## src/hw/rtl/ntc_beta_temperature_converter_unit_assert.svh

```systemverilog
// assertion macros for the ntc beta temperature converter
`ifndef NTC_BETA_TEMPERATURE_CONVERTER_UNIT_ASSERT_SVH
`define NTC_BETA_TEMPERATURE_CONVERTER_UNIT_ASSERT_SVH
// same-cycle implication
`define NTCB_ASSERT_IMP(label, ante, cons) \
  label: assert property (@(posedge clk) disable iff (!rst_n) (ante) |-> (cons)) \
    else $error("ntcb assertion failed");
// next-cycle implication
`define NTCB_ASSERT_NEXT(label, ante, cons) \
  label: assert property (@(posedge clk) disable iff (!rst_n) (ante) |=> (cons)) \
    else $error("ntcb assertion failed");
`endif

```

## src/hw/rtl/ntcb_pkg.sv

```systemverilog
// package: types and constants of the ntc beta temperature converter
package ntcb_pkg;

  localparam int NUM_CHANNELS_DEF = 3;
  localparam int ADC_BITS_DEF     = 12;

  localparam logic [19:0] RAIL_K     = 20'd999999;
  localparam logic [63:0] LN2_Q30    = 64'd744261118;
  localparam logic [63:0] LN_RND     = 64'd1 << 33;
  localparam logic [12:0] TEMP_OFS   = 13'd5463;
  localparam logic [6:0]  LOG_STEPS  = 7'd28;
  localparam logic [6:0]  DIV_STEPS  = 7'd64;
  localparam logic [5:0]  NORM_TOP   = 6'd39;

  localparam logic        RST_TO_GROUND  = 1'b1;
  localparam logic [15:0] RST_FULL_SCALE = 16'd4095;
  localparam logic [19:0] RST_SERIES_R   = 20'd10000;
  localparam logic [19:0] RST_NOMINAL_R  = 20'd10000;
  localparam logic [13:0] RST_BETA       = 14'd3950;
  localparam logic [15:0] RST_NOMINAL_T  = 16'd29815;
  localparam logic [15:0] RST_MIN_T      = 16'hFE70;
  localparam logic [15:0] RST_MAX_T      = 16'd1250;

  typedef enum logic [3:0] {
    S_IDLE,
    S_MUL_N,
    S_MUL_D,
    S_NORM,
    S_LOG,
    S_MUL_LN,
    S_MUL_TK,
    S_MUL_TB,
    S_MUL_DEN,
    S_DIV,
    S_FIN
  } state_t;

  typedef enum logic [2:0] {
    CFG_TO_GROUND,
    CFG_FULL_SCALE,
    CFG_SERIES_R,
    CFG_NOMINAL_R,
    CFG_BETA,
    CFG_NOMINAL_T,
    CFG_MIN_T,
    CFG_MAX_T
  } cfg_idx_t;

endpackage

```

## src/hw/rtl/ntc_beta_temperature_converter_unit.sv

```systemverilog
// top level: ntc thermistor beta-equation temperature converter
//
//  channel | direction | handshake            | payload
//  in      | input     | in_valid / in_ready   | in_channel, in_adc_raw
//  out     | output    | out_valid / out_ready | out_channel, out_converted_dc, out_in_range,
//          |           |                       | out_held_temp_dc, out_held_valid
//  cfg     | input     | cfg_valid / cfg_ready | cfg_index, cfg_data
//
// one transaction at a time, built from the shift-add multiplier (one multiplier bit a cycle),
// two leading-one scans, two 28-step log2 squaring loops and a 64-step restoring divider;
// the divide is skipped when 1/T is not positive.
// the next input is taken as soon as the result sits in the output register.
// rst_n is synchronous; reset loads the register defaults and clears all stored temps.
// a stalled output only holds the final state; cfg writes are always taken.
module ntc_beta_temperature_converter_unit #(
  parameter int NUM_CHANNELS = ntcb_pkg::NUM_CHANNELS_DEF,
  parameter int ADC_BITS     = ntcb_pkg::ADC_BITS_DEF
) (
  input  logic                clk,
  input  logic                rst_n,
  input  logic                in_valid,
  output logic                in_ready,
  input  logic [1:0]          in_channel,
  input  logic [ADC_BITS-1:0] in_adc_raw,
  output logic                out_valid,
  input  logic                out_ready,
  output logic [1:0]          out_channel,
  output logic signed [15:0]  out_converted_dc,
  output logic                out_in_range,
  output logic signed [15:0]  out_held_temp_dc,
  output logic                out_held_valid,
  input  logic                cfg_valid,
  output logic                cfg_ready,
  input  logic [2:0]          cfg_index,
  input  logic [19:0]         cfg_data
);

  localparam int CH_W = (NUM_CHANNELS > 1) ? $clog2(NUM_CHANNELS) : 1;
  localparam logic [4:0] NUM_CH_V = 5'(NUM_CHANNELS);

  // configuration registers
  logic               cfg_to_ground_r;
  logic [15:0]        cfg_full_scale_r;
  logic [19:0]        cfg_series_r_r;
  logic [19:0]        cfg_nominal_r_r;
  logic [13:0]        cfg_beta_r;
  logic [15:0]        cfg_nominal_t_r;
  logic signed [15:0] cfg_min_t_r;
  logic signed [15:0] cfg_max_t_r;

  logic [15:0] full_scale;
  logic [19:0] series_r;
  logic [19:0] nominal_r;
  logic [13:0] beta;
  logic [15:0] nominal_t;

  ntcb_pkg::state_t state_r, state_nxt;

  // datapath registers
  logic [1:0]  chan_r;
  logic [19:0] y_d_r;
  logic [63:0] mc_r;
  logic [33:0] mp_r;
  logic [63:0] acc_r;
  logic [39:0] n_r;
  logic [39:0] d_r;
  logic [39:0] w_r;
  logic [5:0]  k_r;
  logic [31:0] m_r;
  logic [27:0] frac_r;
  logic [6:0]  cnt_r;
  logic        second_r;
  logic [33:0] ln_n_r;
  logic        neg_r;
  logic signed [47:0] den_r;
  logic [29:0] tkb_r;
  logic        above_r;
  logic [63:0] dvd_r;
  logic [48:0] rem_r;
  logic [48:0] dvs_r;
  logic        div_neg_r;

  logic [1:0]         out_channel_r;
  logic signed [15:0] out_conv_r;
  logic               out_range_r;
  logic signed [15:0] out_held_r;
  logic               out_hvalid_r;
  logic               out_valid_r;

  logic signed [15:0] temp_store_r [NUM_CHANNELS];
  logic               valid_mark_r [NUM_CHANNELS];

  // combinational signals
  logic [15:0] a16;
  logic [19:0] a20, fma20, y_n, y_d;
  logic        rail_lo, rail_hi;
  logic        mul_done;
  logic [63:0] acc_step;
  logic [63:0] sq;
  logic [32:0] sq_sh;
  logic [31:0] m_step;
  logic [27:0] frac_step;
  logic [33:0] log_val;
  logic        ln_neg;
  logic [33:0] mag;
  logic [63:0] acc_rnd;
  logic [20:0] b100;
  logic signed [47:0] lqtk;
  logic signed [47:0] den_calc;
  logic        den_pos;
  logic [34:0] tkb20;
  logic signed [63:0] numer;
  logic [63:0] numer_mag;
  logic [49:0] rem_sh;
  logic        rem_ge;
  logic [48:0] rem_nxt;
  logic signed [63:0] val;
  logic        below, over, ok;
  logic signed [15:0] res;
  logic        chan_ok;
  logic [CH_W-1:0] idx;
  logic        fin_fire;
  logic        cnt_last;

  // zero full-scale, resistance, beta and nominal-temperature registers act as one
  assign full_scale = (cfg_full_scale_r == '0) ? 16'd1 : cfg_full_scale_r;
  assign series_r   = (cfg_series_r_r == '0) ? 20'd1 : cfg_series_r_r;
  assign nominal_r  = (cfg_nominal_r_r == '0) ? 20'd1 : cfg_nominal_r_r;
  assign beta       = (cfg_beta_r == '0) ? 14'd1 : cfg_beta_r;
  assign nominal_t  = (cfg_nominal_t_r == '0) ? 16'd1 : cfg_nominal_t_r;

  assign cfg_ready = 1'b1;

  // divider ratio factors, rails clamp the ratio to 1:999999 or 999999:1
  always_comb begin
    a16     = 16'(in_adc_raw);
    a20     = 20'(a16);
    fma20   = 20'(full_scale) - a20;
    rail_lo = (a16 == '0);
    rail_hi = (a16 >= full_scale);
    priority if (rail_lo) begin
      y_n = cfg_to_ground_r ? 20'd1 : ntcb_pkg::RAIL_K;
      y_d = cfg_to_ground_r ? ntcb_pkg::RAIL_K : 20'd1;
    end else if (rail_hi) begin
      y_n = cfg_to_ground_r ? ntcb_pkg::RAIL_K : 20'd1;
      y_d = cfg_to_ground_r ? 20'd1 : ntcb_pkg::RAIL_K;
    end else if (cfg_to_ground_r) begin
      y_n = a20;
      y_d = fma20;
    end else begin
      y_n = fma20;
      y_d = a20;
    end
  end

  // shift-add multiplier, log2 squaring step, divider step
  always_comb begin
    mul_done  = (mp_r == '0);
    acc_step  = mp_r[0] ? acc_r + mc_r : acc_r;
    sq        = m_r * m_r;
    sq_sh     = sq[63:31];
    m_step    = sq_sh[32] ? sq_sh[32:1] : sq_sh[31:0];
    frac_step = {frac_r[26:0], sq_sh[32]};
    log_val   = {k_r, frac_step};
    ln_neg    = (log_val > ln_n_r);
    mag       = ln_neg ? (log_val - ln_n_r) : (ln_n_r - log_val);
    acc_rnd   = acc_r + ntcb_pkg::LN_RND;
    b100      = (21'(beta) << 6) + (21'(beta) << 5) + (21'(beta) << 2);
    lqtk      = neg_r ? -$signed({2'b00, acc_r[45:0]}) : $signed({2'b00, acc_r[45:0]});
    den_calc  = $signed({3'b000, b100, 24'd0}) + lqtk;
    den_pos   = !den_r[47] && (den_r != '0);
    tkb20     = (35'(tkb_r) << 4) + (35'(tkb_r) << 2);
    numer     = $signed({5'd0, tkb20, 24'd0}) - $signed(acc_r);
    numer_mag = numer[63] ? 64'(-numer) : 64'(numer);
    rem_sh    = {rem_r, dvd_r[63]};
    rem_ge    = (rem_sh >= {1'b0, dvs_r});
    rem_nxt   = rem_ge ? 49'(rem_sh - {1'b0, dvs_r}) : rem_sh[48:0];
    cnt_last  = (cnt_r == 7'd1);
  end

  // range check and channel store lookup
  always_comb begin
    val     = div_neg_r ? -$signed(dvd_r) : $signed(dvd_r);
    below   = !above_r && (val < 64'(cfg_min_t_r));
    over    = above_r || (val > 64'(cfg_max_t_r));
    ok      = !below && !over;
    if (below) begin
      res = cfg_min_t_r;
    end else if (over) begin
      res = cfg_max_t_r;
    end else begin
      res = val[15:0];
    end
    chan_ok = ({3'b000, chan_r} < NUM_CH_V);
    idx     = CH_W'(chan_r);
  end

  // next state
  always_comb begin
    state_nxt = state_r;
    unique case (state_r)
      ntcb_pkg::S_IDLE:    if (in_valid) state_nxt = ntcb_pkg::S_MUL_N;
      ntcb_pkg::S_MUL_N:   if (mul_done) state_nxt = ntcb_pkg::S_MUL_D;
      ntcb_pkg::S_MUL_D:   if (mul_done) state_nxt = ntcb_pkg::S_NORM;
      ntcb_pkg::S_NORM:    if (w_r[39]) state_nxt = ntcb_pkg::S_LOG;
      ntcb_pkg::S_LOG: begin
        if (cnt_last) state_nxt = second_r ? ntcb_pkg::S_MUL_LN : ntcb_pkg::S_NORM;
      end
      ntcb_pkg::S_MUL_LN:  if (mul_done) state_nxt = ntcb_pkg::S_MUL_TK;
      ntcb_pkg::S_MUL_TK:  if (mul_done) state_nxt = ntcb_pkg::S_MUL_TB;
      ntcb_pkg::S_MUL_TB: begin
        if (mul_done) state_nxt = den_pos ? ntcb_pkg::S_MUL_DEN : ntcb_pkg::S_FIN;
      end
      ntcb_pkg::S_MUL_DEN: if (mul_done) state_nxt = ntcb_pkg::S_DIV;
      ntcb_pkg::S_DIV:     if (cnt_last) state_nxt = ntcb_pkg::S_FIN;
      ntcb_pkg::S_FIN:     if (!out_valid_r || out_ready) state_nxt = ntcb_pkg::S_IDLE;
      default:             state_nxt = ntcb_pkg::S_IDLE;
    endcase
  end

  // outputs of the controller
  always_comb begin
    in_ready = (state_r == ntcb_pkg::S_IDLE);
    fin_fire = (state_r == ntcb_pkg::S_FIN) && (!out_valid_r || out_ready);
  end

  assign out_valid        = out_valid_r;
  assign out_channel      = out_channel_r;
  assign out_converted_dc = out_conv_r;
  assign out_in_range     = out_range_r;
  assign out_held_temp_dc = out_held_r;
  assign out_held_valid   = out_hvalid_r;

  // control state, configuration and channel store
  always_ff @(posedge clk) begin
    if (!rst_n) begin
      state_r          <= ntcb_pkg::S_IDLE;
      out_valid_r      <= 1'b0;
      cfg_to_ground_r  <= ntcb_pkg::RST_TO_GROUND;
      cfg_full_scale_r <= ntcb_pkg::RST_FULL_SCALE;
      cfg_series_r_r   <= ntcb_pkg::RST_SERIES_R;
      cfg_nominal_r_r  <= ntcb_pkg::RST_NOMINAL_R;
      cfg_beta_r       <= ntcb_pkg::RST_BETA;
      cfg_nominal_t_r  <= ntcb_pkg::RST_NOMINAL_T;
      cfg_min_t_r      <= $signed(ntcb_pkg::RST_MIN_T);
      cfg_max_t_r      <= $signed(ntcb_pkg::RST_MAX_T);
      for (int i = 0; i < NUM_CHANNELS; i++) begin
        temp_store_r[i] <= '0;
        valid_mark_r[i] <= 1'b0;
      end
    end else begin
      state_r <= state_nxt;
      if (fin_fire) begin
        out_valid_r <= 1'b1;
      end else if (out_ready) begin
        out_valid_r <= 1'b0;
      end
      if (cfg_valid) begin
        unique case (ntcb_pkg::cfg_idx_t'(cfg_index))
          ntcb_pkg::CFG_TO_GROUND:  cfg_to_ground_r  <= cfg_data[0];
          ntcb_pkg::CFG_FULL_SCALE: cfg_full_scale_r <= cfg_data[15:0];
          ntcb_pkg::CFG_SERIES_R:   cfg_series_r_r   <= cfg_data;
          ntcb_pkg::CFG_NOMINAL_R:  cfg_nominal_r_r  <= cfg_data;
          ntcb_pkg::CFG_BETA:       cfg_beta_r       <= cfg_data[13:0];
          ntcb_pkg::CFG_NOMINAL_T:  cfg_nominal_t_r  <= cfg_data[15:0];
          ntcb_pkg::CFG_MIN_T:      cfg_min_t_r      <= $signed(cfg_data[15:0]);
          ntcb_pkg::CFG_MAX_T:      cfg_max_t_r      <= $signed(cfg_data[15:0]);
          default: ;
        endcase
      end
      if (fin_fire && chan_ok) begin
        valid_mark_r[idx] <= ok;
        if (ok) temp_store_r[idx] <= res;
      end
    end
  end

  // datapath
  always_ff @(posedge clk) begin
    unique case (state_r)
      ntcb_pkg::S_IDLE: begin
        if (in_valid) begin
          chan_r <= in_channel;
          y_d_r  <= y_d;
          mc_r   <= 64'(series_r);
          mp_r   <= 34'(y_n);
          acc_r  <= '0;
        end
      end
      ntcb_pkg::S_MUL_N: begin
        if (mul_done) begin
          n_r   <= acc_r[39:0];
          mc_r  <= 64'(nominal_r);
          mp_r  <= 34'(y_d_r);
          acc_r <= '0;
        end else begin
          acc_r <= acc_step;
          mc_r  <= mc_r << 1;
          mp_r  <= mp_r >> 1;
        end
      end
      ntcb_pkg::S_MUL_D: begin
        if (mul_done) begin
          d_r      <= acc_r[39:0];
          w_r      <= n_r;
          k_r      <= ntcb_pkg::NORM_TOP;
          second_r <= 1'b0;
        end else begin
          acc_r <= acc_step;
          mc_r  <= mc_r << 1;
          mp_r  <= mp_r >> 1;
        end
      end
      ntcb_pkg::S_NORM: begin
        // shift up to the leading one
        if (w_r[39]) begin
          m_r    <= w_r[39:8];
          frac_r <= '0;
          cnt_r  <= ntcb_pkg::LOG_STEPS;
        end else begin
          w_r <= w_r << 1;
          k_r <= k_r - 6'd1;
        end
      end
      ntcb_pkg::S_LOG: begin
        m_r    <= m_step;
        frac_r <= frac_step;
        cnt_r  <= cnt_r - 7'd1;
        if (cnt_last) begin
          if (!second_r) begin
            ln_n_r   <= log_val;
            w_r      <= d_r;
            k_r      <= ntcb_pkg::NORM_TOP;
            second_r <= 1'b1;
          end else begin
            neg_r <= ln_neg;
            mc_r  <= ntcb_pkg::LN2_Q30;
            mp_r  <= mag;
            acc_r <= '0;
          end
        end
      end
      ntcb_pkg::S_MUL_LN: begin
        if (mul_done) begin
          mc_r  <= 64'(acc_rnd[63:34]);
          mp_r  <= 34'(nominal_t);
          acc_r <= '0;
        end else begin
          acc_r <= acc_step;
          mc_r  <= mc_r << 1;
          mp_r  <= mp_r >> 1;
        end
      end
      ntcb_pkg::S_MUL_TK: begin
        if (mul_done) begin
          den_r <= den_calc;
          mc_r  <= 64'(nominal_t);
          mp_r  <= 34'(beta);
          acc_r <= '0;
        end else begin
          acc_r <= acc_step;
          mc_r  <= mc_r << 1;
          mp_r  <= mp_r >> 1;
        end
      end
      ntcb_pkg::S_MUL_TB: begin
        if (mul_done) begin
          // 1/T <= 0 counts as hotter than any limit
          tkb_r   <= acc_r[29:0];
          above_r <= !den_pos;
          mc_r    <= 64'(unsigned'(den_r));
          mp_r    <= 34'(ntcb_pkg::TEMP_OFS);
          acc_r   <= '0;
        end else begin
          acc_r <= acc_step;
          mc_r  <= mc_r << 1;
          mp_r  <= mp_r >> 1;
        end
      end
      ntcb_pkg::S_MUL_DEN: begin
        if (mul_done) begin
          dvd_r     <= numer_mag;
          div_neg_r <= numer[63];
          dvs_r     <= {unsigned'(den_r), 1'b0};
          rem_r     <= '0;
          cnt_r     <= ntcb_pkg::DIV_STEPS;
        end else begin
          acc_r <= acc_step;
          mc_r  <= mc_r << 1;
          mp_r  <= mp_r >> 1;
        end
      end
      ntcb_pkg::S_DIV: begin
        rem_r <= rem_nxt;
        dvd_r <= {dvd_r[62:0], rem_ge};
        cnt_r <= cnt_r - 7'd1;
      end
      ntcb_pkg::S_FIN: begin
        if (fin_fire) begin
          out_channel_r <= chan_r;
          out_conv_r    <= res;
          out_range_r   <= ok;
          out_held_r    <= chan_ok ? (ok ? res : temp_store_r[idx]) : 16'sd0;
          out_hvalid_r  <= chan_ok && ok;
        end
      end
      default: ;
    endcase
  end

`include "ntc_beta_temperature_converter_unit_assert.svh"

  `NTCB_ASSERT_IMP(a_busy_not_ready, state_r != ntcb_pkg::S_IDLE, !in_ready)
  `NTCB_ASSERT_NEXT(a_accept_starts, in_valid && in_ready, state_r == ntcb_pkg::S_MUL_N)
  `NTCB_ASSERT_IMP(a_held_needs_range, out_valid && out_held_valid, out_in_range)
  `NTCB_ASSERT_NEXT(a_fin_delivers, fin_fire, out_valid_r && state_r == ntcb_pkg::S_IDLE)

endmodule
```

## config.mk

```make
export PLATFORM = sky130hd
export DESIGN_NAME = ntc_beta_temperature_converter_unit
export DESIGN_NICKNAME = d
export VERILOG_FILES = /design/src/hw/rtl/ntcb_pkg.sv /design/src/hw/rtl/ntc_beta_temperature_converter_unit.sv
export VERILOG_INCLUDE_DIRS = /design/src /design/src/hw/rtl
export SDC_FILE = /design/constraint.sdc
export NUM_CORES = 2
export LEC_CHECK = 0
export ABC_AREA = 1
export BUFFER_PORTS_ARGS = -buffer_cell sky130_fd_sc_hd__buf_2
export CAP_MARGIN = 25
export CELL_PAD_IN_SITES_DETAIL_PLACEMENT = 0
export CELL_PAD_IN_SITES_GLOBAL_PLACEMENT = 1
export CORE_UTILIZATION = 55
export CTS_BUF_LIST = sky130_fd_sc_hd__clkbuf_2
export DETAILED_ROUTE_END_ITERATION = 8
export GPL_TIMING_DRIVEN = 0
export PLACE_DENSITY_LB_ADDON = 0.25
export SLEW_MARGIN = 20
export SYNTH_ARGS = -nofsm -noshare
export SYNTH_HDL_FRONTEND = slang
export SYNTH_SLANG_ARGS = --single-unit
```

## constraint.sdc

```tcl
create_clock -name clk -period 19.5 [get_ports clk]
set_clock_uncertainty 0.2 [all_clocks]
set_input_delay 1.95 -clock clk [delete_from_list [all_inputs] [get_ports clk]]
set_output_delay 1.95 -clock clk [all_outputs]
set_load 0.005 [all_outputs]
```

# Word level (Yosys, flattened, before mapping)
# Memories as Yosys holds them, arrays and structs flattened. A register that Yosys moved wholly into a read port is not among the register bits.
# Index checks and enable logic that the tools add are counted.
# Widths: inputs -> output; s select.
# word_totals
reg_bits	813
ram_bits	48
inputBits	42
out_inout_bits	39
mem_count	1
# op_classes
add_sub_neg	16
multipliers	1
order_cmp	6
eq_ne	33
muxes	96
bitwise_logic	1
n_reduce_logical	62
# mem_list
memory	depth	width	read_ports	rd_clocked_by_memory_dff	wr	line_no	source
temp_store_r	3	16	1	1	3	ntc_beta_temperature_converter_unit.sv:90	logic signed [15:0] temp_store_r [NUM_CHANNELS];
# op_table
op	count
$mux 64	17
$pmux 64 s7	1
$pmux 64 s4	1
$pmux 34 s7	1
$mux 20	10
$mux 34	5
$mux 40	4
$mux 33	4
$neg 64->64	2
$pmux 64 s2	1
$pmux 40 s3	1
$mux 49	2
$pmux 49 s2	1
$mux 16	6
$sub 34x34->34	2
$add 64x34->64 const B	1
$add 64x64->64	1
$gt 64x16->1	1
$lt 64x16->1	1
$mul 32x32->64	1
$mux 32	2
$pmux 32 s2	1
$sub 60x64->64	1
$pmux 27 s2	1
59 further kinds	147

# Longest topological paths before layout
# logic_depth
ltp_word	12
mapped_depth	47
ltp_nobuf	46

# Worst setup path after synthesis
# No wires, ideal clock.
# synth_path
path_kind	register to register
from	reg mp_r[10]
to	reg dvd_r[0] (enable)
arrival_time_ns	9.424
path_slack_ns	9.135
path_stages_with_launch	9
n_path_buf	3
period_less_slack_ns	10.365
cell_sequence	edfxtp_1 -> nor4_1 -> nand3_1 -> nor2_1 -> nand3_1 -> clkbuf_1 -> clkbuf_1 -> clkbuf_1 -> o21ai_0
# synth_between
elab_chain_len	3
# synth_rtl
item	line_no	source
from (decl)	ntc_beta_temperature_converter_unit.sv:63	logic [33:0] mp_r;
from (signal assigned)	ntc_beta_temperature_converter_unit.sv:286	mp_r <= 34'(y_n);
from (signal assigned)	ntc_beta_temperature_converter_unit.sv:294	mp_r <= 34'(y_d_r);
from (signal assigned)	ntc_beta_temperature_converter_unit.sv:299	mp_r <= mp_r >> 1;
$logic_not 34->1	ntc_beta_temperature_converter_unit.sv:158	mul_done = (mp_r == '0);
$ne 2x2->1 (no line)	n/a	
$reduce_and 2->1 (no line)	n/a	
to (signal assigned)	ntc_beta_temperature_converter_unit.sv:382	dvd_r <= numer_mag;
to (signal assigned)	ntc_beta_temperature_converter_unit.sv:395	dvd_r <= {dvd_r[62:0], rem_ge};
to (decl)	ntc_beta_temperature_converter_unit.sv:78	logic [63:0] dvd_r;
# Every way passes these cells.
# A chain may end at the register's enable or synchronous reset.

# Final worst setup path
# layout_path
from	reg m_r[8]
to	reg mp_r[23], data pin
# layout_between
elab_chain_len	6
word_cells_on_any_way	8
cone_classes	add/sub: 2; mul: 1; order compare: 1; mux: 4
# layout_rtl
item	line_no	source
from (decl)	ntc_beta_temperature_converter_unit.sv:69	logic [31:0] m_r;
from (signal assigned)	ntc_beta_temperature_converter_unit.sv:317	m_r <= w_r[39:8];
from (signal assigned)	ntc_beta_temperature_converter_unit.sv:326	m_r <= m_step;
$mul 32x32->64 (*)	ntc_beta_temperature_converter_unit.sv:160	sq = m_r * m_r;
$sub 34x34->34 / $gt 34x34->1 (equally long branches)	ntc_beta_temperature_converter_unit.sv:166, ntc_beta_temperature_converter_unit.sv:165	
$mux 34 (*)	ntc_beta_temperature_converter_unit.sv:166	mag = ln_neg ? (log_val - ln_n_r) : (ln_n_r - log_val);
$mux 34 (*)	ntc_beta_temperature_converter_unit.sv:330	if (!second_r) begin
$mux 34 (*)	ntc_beta_temperature_converter_unit.sv:329	if (cnt_last) begin
$pmux 34 s7 (*)	ntc_beta_temperature_converter_unit.sv:280	unique case (state_r)
to (signal assigned)	ntc_beta_temperature_converter_unit.sv:286	
to (signal assigned)	ntc_beta_temperature_converter_unit.sv:294	
to (signal assigned)	ntc_beta_temperature_converter_unit.sv:338	mp_r <= mag;
# Every way passes the cells marked *; elsewhere a longest branch is shown, timed or not. The select of a mux whose other input is x is not followed.

==> flow_metrics.env <==
export IMPL_endpoint_kind="flop"
export IMPL_htree_levels=4
export IMPL_die_y_um=411
export IMPL_area_delta_synth_final_pct=6.84
export IMPL_status="complete, but fails checks"
export IMPL_synth_distinct_cells=78
export IMPL_hold_violations=0
export IMPL_cts_tree="built"
export IMPL_maxSlewViolCount=0
export IMPL_numPortBuffers=77
export IMPL_synth_adder_area_share_pct=27.4
export IMPL_fin_util_pct=59.3
export IMPL_synth_top_area_share_pct=24.5
export IMPL_start_kind="flop"
export IMPL_fin_setup_tns_ns=0
export IMPL_clock_sinks=876
export IMPL_rr_startpoint="m_r[8]"
export IMPL_globalplace_congestion=1.09
export IMPL_initial_core_util_pct=55.5
export IMPL_grt_antenna_before_repair=13
export IMPL_synth_compound_area_share_pct=11.8
export IMPL_die_width_um=411
export IMPL_numCtsBuffers=228
export IMPL_synth_xor_area_share_pct=3.67
export IMPL_arrival_ns=12.93
export IMPL_violations="design-rule violations"
export IMPL_grt_max_degree=67
export IMPL_synth_top_family_by_area="adder cells"
export IMPL_rows=149
export IMPL_drive_gt1_share_pct=5.66
export IMPL_vias=83596
export IMPL_cts_root_buffer="clkbuf_2"
export IMPL_yosys_top_cells_area="edfxtp_1 24%, fa_1 18%, nand2_1 9.8%"
export IMPL_synth_async_reset_ratio_pct=0
export IMPL_drt_wl_total_um=347000
export IMPL_max_clock_freq_mhz=85.7
export IMPL_synthSimpleGateAreaFrac_pct=19.1
export IMPL_crit_family="adder cells"
export IMPL_cts_resized=0
export IMPL_hold_path_depth=1
export IMPL_overflow=0
export IMPL_syn_inst=11539
export IMPL_dp_slack_ns=8.19
export IMPL_criticalPathCategory="flop to flop"
export IMPL_yosys_warnings=0
export IMPL_whs_endpoint="chan_r[1]"
export IMPL_crit_path_top_delay_cell="clkbuf_1"
export IMPL_min_period_ns=11.67
export IMPL_setup_viol=0
export IMPL_muxShareOfSynthArea_pct=0.0109
export IMPL_synth_edf_count=750
export IMPL_grt_pass1_wl_um=512000
export IMPL_worst_path_buf_inv=9
export IMPL_clk_pin_slew_ns=0.11
export IMPL_yosysSeqAreaShare_pct=27.2
export IMPL_clk_latency_ns=1.86
export IMPL_wl_per_cell_um=24.3
export IMPL_ff2ff_path_depth=39
export IMPL_clockBufferDepth=3
export IMPL_rsz0062_at_grt="no"
export IMPL_grt_pass1_vias=82828
export IMPL_synth_seq_cells=876
export IMPL_drt_pre_antenna_iters=9
export IMPL_ios=81
export IMPL_track_usage_pct=40.9
export IMPL_core_um2=166000
export IMPL_synth_area_leader_cell="edfxtp_1"
export IMPL_drt_iter0_markers=9278
export IMPL_cp_max_fo=10
export IMPL_dieArea_um2=169000
export IMPL_worst_slack_ns=7.83
export IMPL_postCtsSetupBuffers=0
export IMPL_hold_worst_slack_ns=0.247
export IMPL_slew_limit_headroom_pct=19.2
export IMPL_maxCapViolations=0
export IMPL_synth_main_ff_cell="edfxtp_1"
export IMPL_r2r_end="mp_r[23]"
export IMPL_critPathRequiredTime_ns=20.76
export IMPL_viasPerCell=5.85
export IMPL_fin_crit_sh_pct=59.9
export IMPL_hold_path_startpoint="in_channel[1]"
export IMPL_ctsHoldBuffers=0
export IMPL_synth_avg_cell_area_um2=7.97
export IMPL_nets=13466
export IMPL_hpwl_um=287000
export IMPL_ant_nets=0
export IMPL_reg2reg_setup_slack_ns=7.83
export IMPL_cpPeakStageDelay_ns=0.81
export IMPL_min_path_type="input port to flop"
export IMPL_tightest_slew_ns=1.21
export IMPL_synth_area_um2=92000
export IMPL_route_detailed_drc=8
-- cells in the final DEF, fill, tap and decap left out, types with 351 or more instances in the layout --
cell      instances
o21ai_0         663
a21oi_1         742
nand2_1        2400
inv_1          2284
nand3_1         409
ha_1            704
edfxtp_1        750
fa_1            818
clkbuf_2        351
nor2_1          964
-- cell usage after synthesis, types with 9 or more instances --
cell type	number
inv_2	10
a221oi_1	18
o31ai_1	19
a211oi_1	23
nand3_1	409
nor4_1	73
o22ai_1	10
a22oi_1	12
or2_2	30
o2111ai_1	11
nor3_1	90
o21bai_1	42
o221ai_1	31
a32o_1	15
and3_1	9
fa_1	818
o21a_1	43
buf_1	12
ha_1	704
nand2_2	15
xnor2_1	124
o21ai_1	23
a21boi_0	19
edfxtp_1	750
o211ai_1	96
nor3_2	14
dfxtp_1	126
nand3b_1	15
inv_1	2288
buf_2	20
clkbuf_1	294
nand2_1	2400
nor2_1	972
nor2_2	15
a21oi_1	742
nand4_1	124
a31oi_1	79
nor2_4	13
o21ai_0	665
xor2_2	9
a21o_1	27
xor2_1	245
-- area by class of cell --
class / count / area [um2]
clock inverter: 89 / 527
timing repair buffer: 118 / 1140
antenna: 20 / 50.0
fill: 15297 / 67300
tap: 2189 / 2740
sequential: 876 / 25000
multi-input combinational: 8040 / 57100
inverter: 2303 / 8650
clock buffer: 331 / 1660
buffer: 335 / 1350
-- worst max-delay path by stage --
stage          startpoint        end  cells past startpoint
6_report           m_r[8]   mp_r[23]                     39
5_1_grt            m_r[5]   mp_r[23]                     43
4_1_cts            m_r[8]   mp_r[23]                     39
3_5_place_dp       m_r[5]   mp_r[32]                     40
3_3_place_gp      mp_r[0]  dvd_r[63]                      7
2_1_floorplan    mp_r[10]   dvd_r[0]                      8
-- registers in the layout, summed over array words and instances (netlist names), 30 cells and up, named ones only --
register,cells
acc_r,64
d_r,40
den_r,48
dvd_r,64
dvs_r,48
ln_n_r,34
m_r,32
mc_r,64
mp_r,34
n_r,40
rem_r,49
temp_store_r,64
tkb_r,30
w_r,40
-- metrics by stage --
step	instance area, um2	cells
floorplan	92000	11554
global placement	95100	13820
detailed placement	96000	13858
CTS	98200	14278
global route	98200	14283
finish	98200	14301
-- logic make-up after synthesis --
family          count (synthesis)
simple gates                 4209
buf+inv                      2638
compound gates               1913
fa+ha+maj                    1522
flops                         876
xor+xnor                      378
other cells                     2
mux                             1
-- layer usage --
metal,up-vias,part of all wire [%],global-route usage (%)
met5,-,0.012,0
met1,40199,39,53.1
met2,4363,44,63.4
met3,1024,10,9.12
met4,6,6.4,22.7
li1,38004,-,-
Power is left out: the tool's default activity adds up to more than one toggle a clock period on the data nets, which glitch-free logic cannot reach.
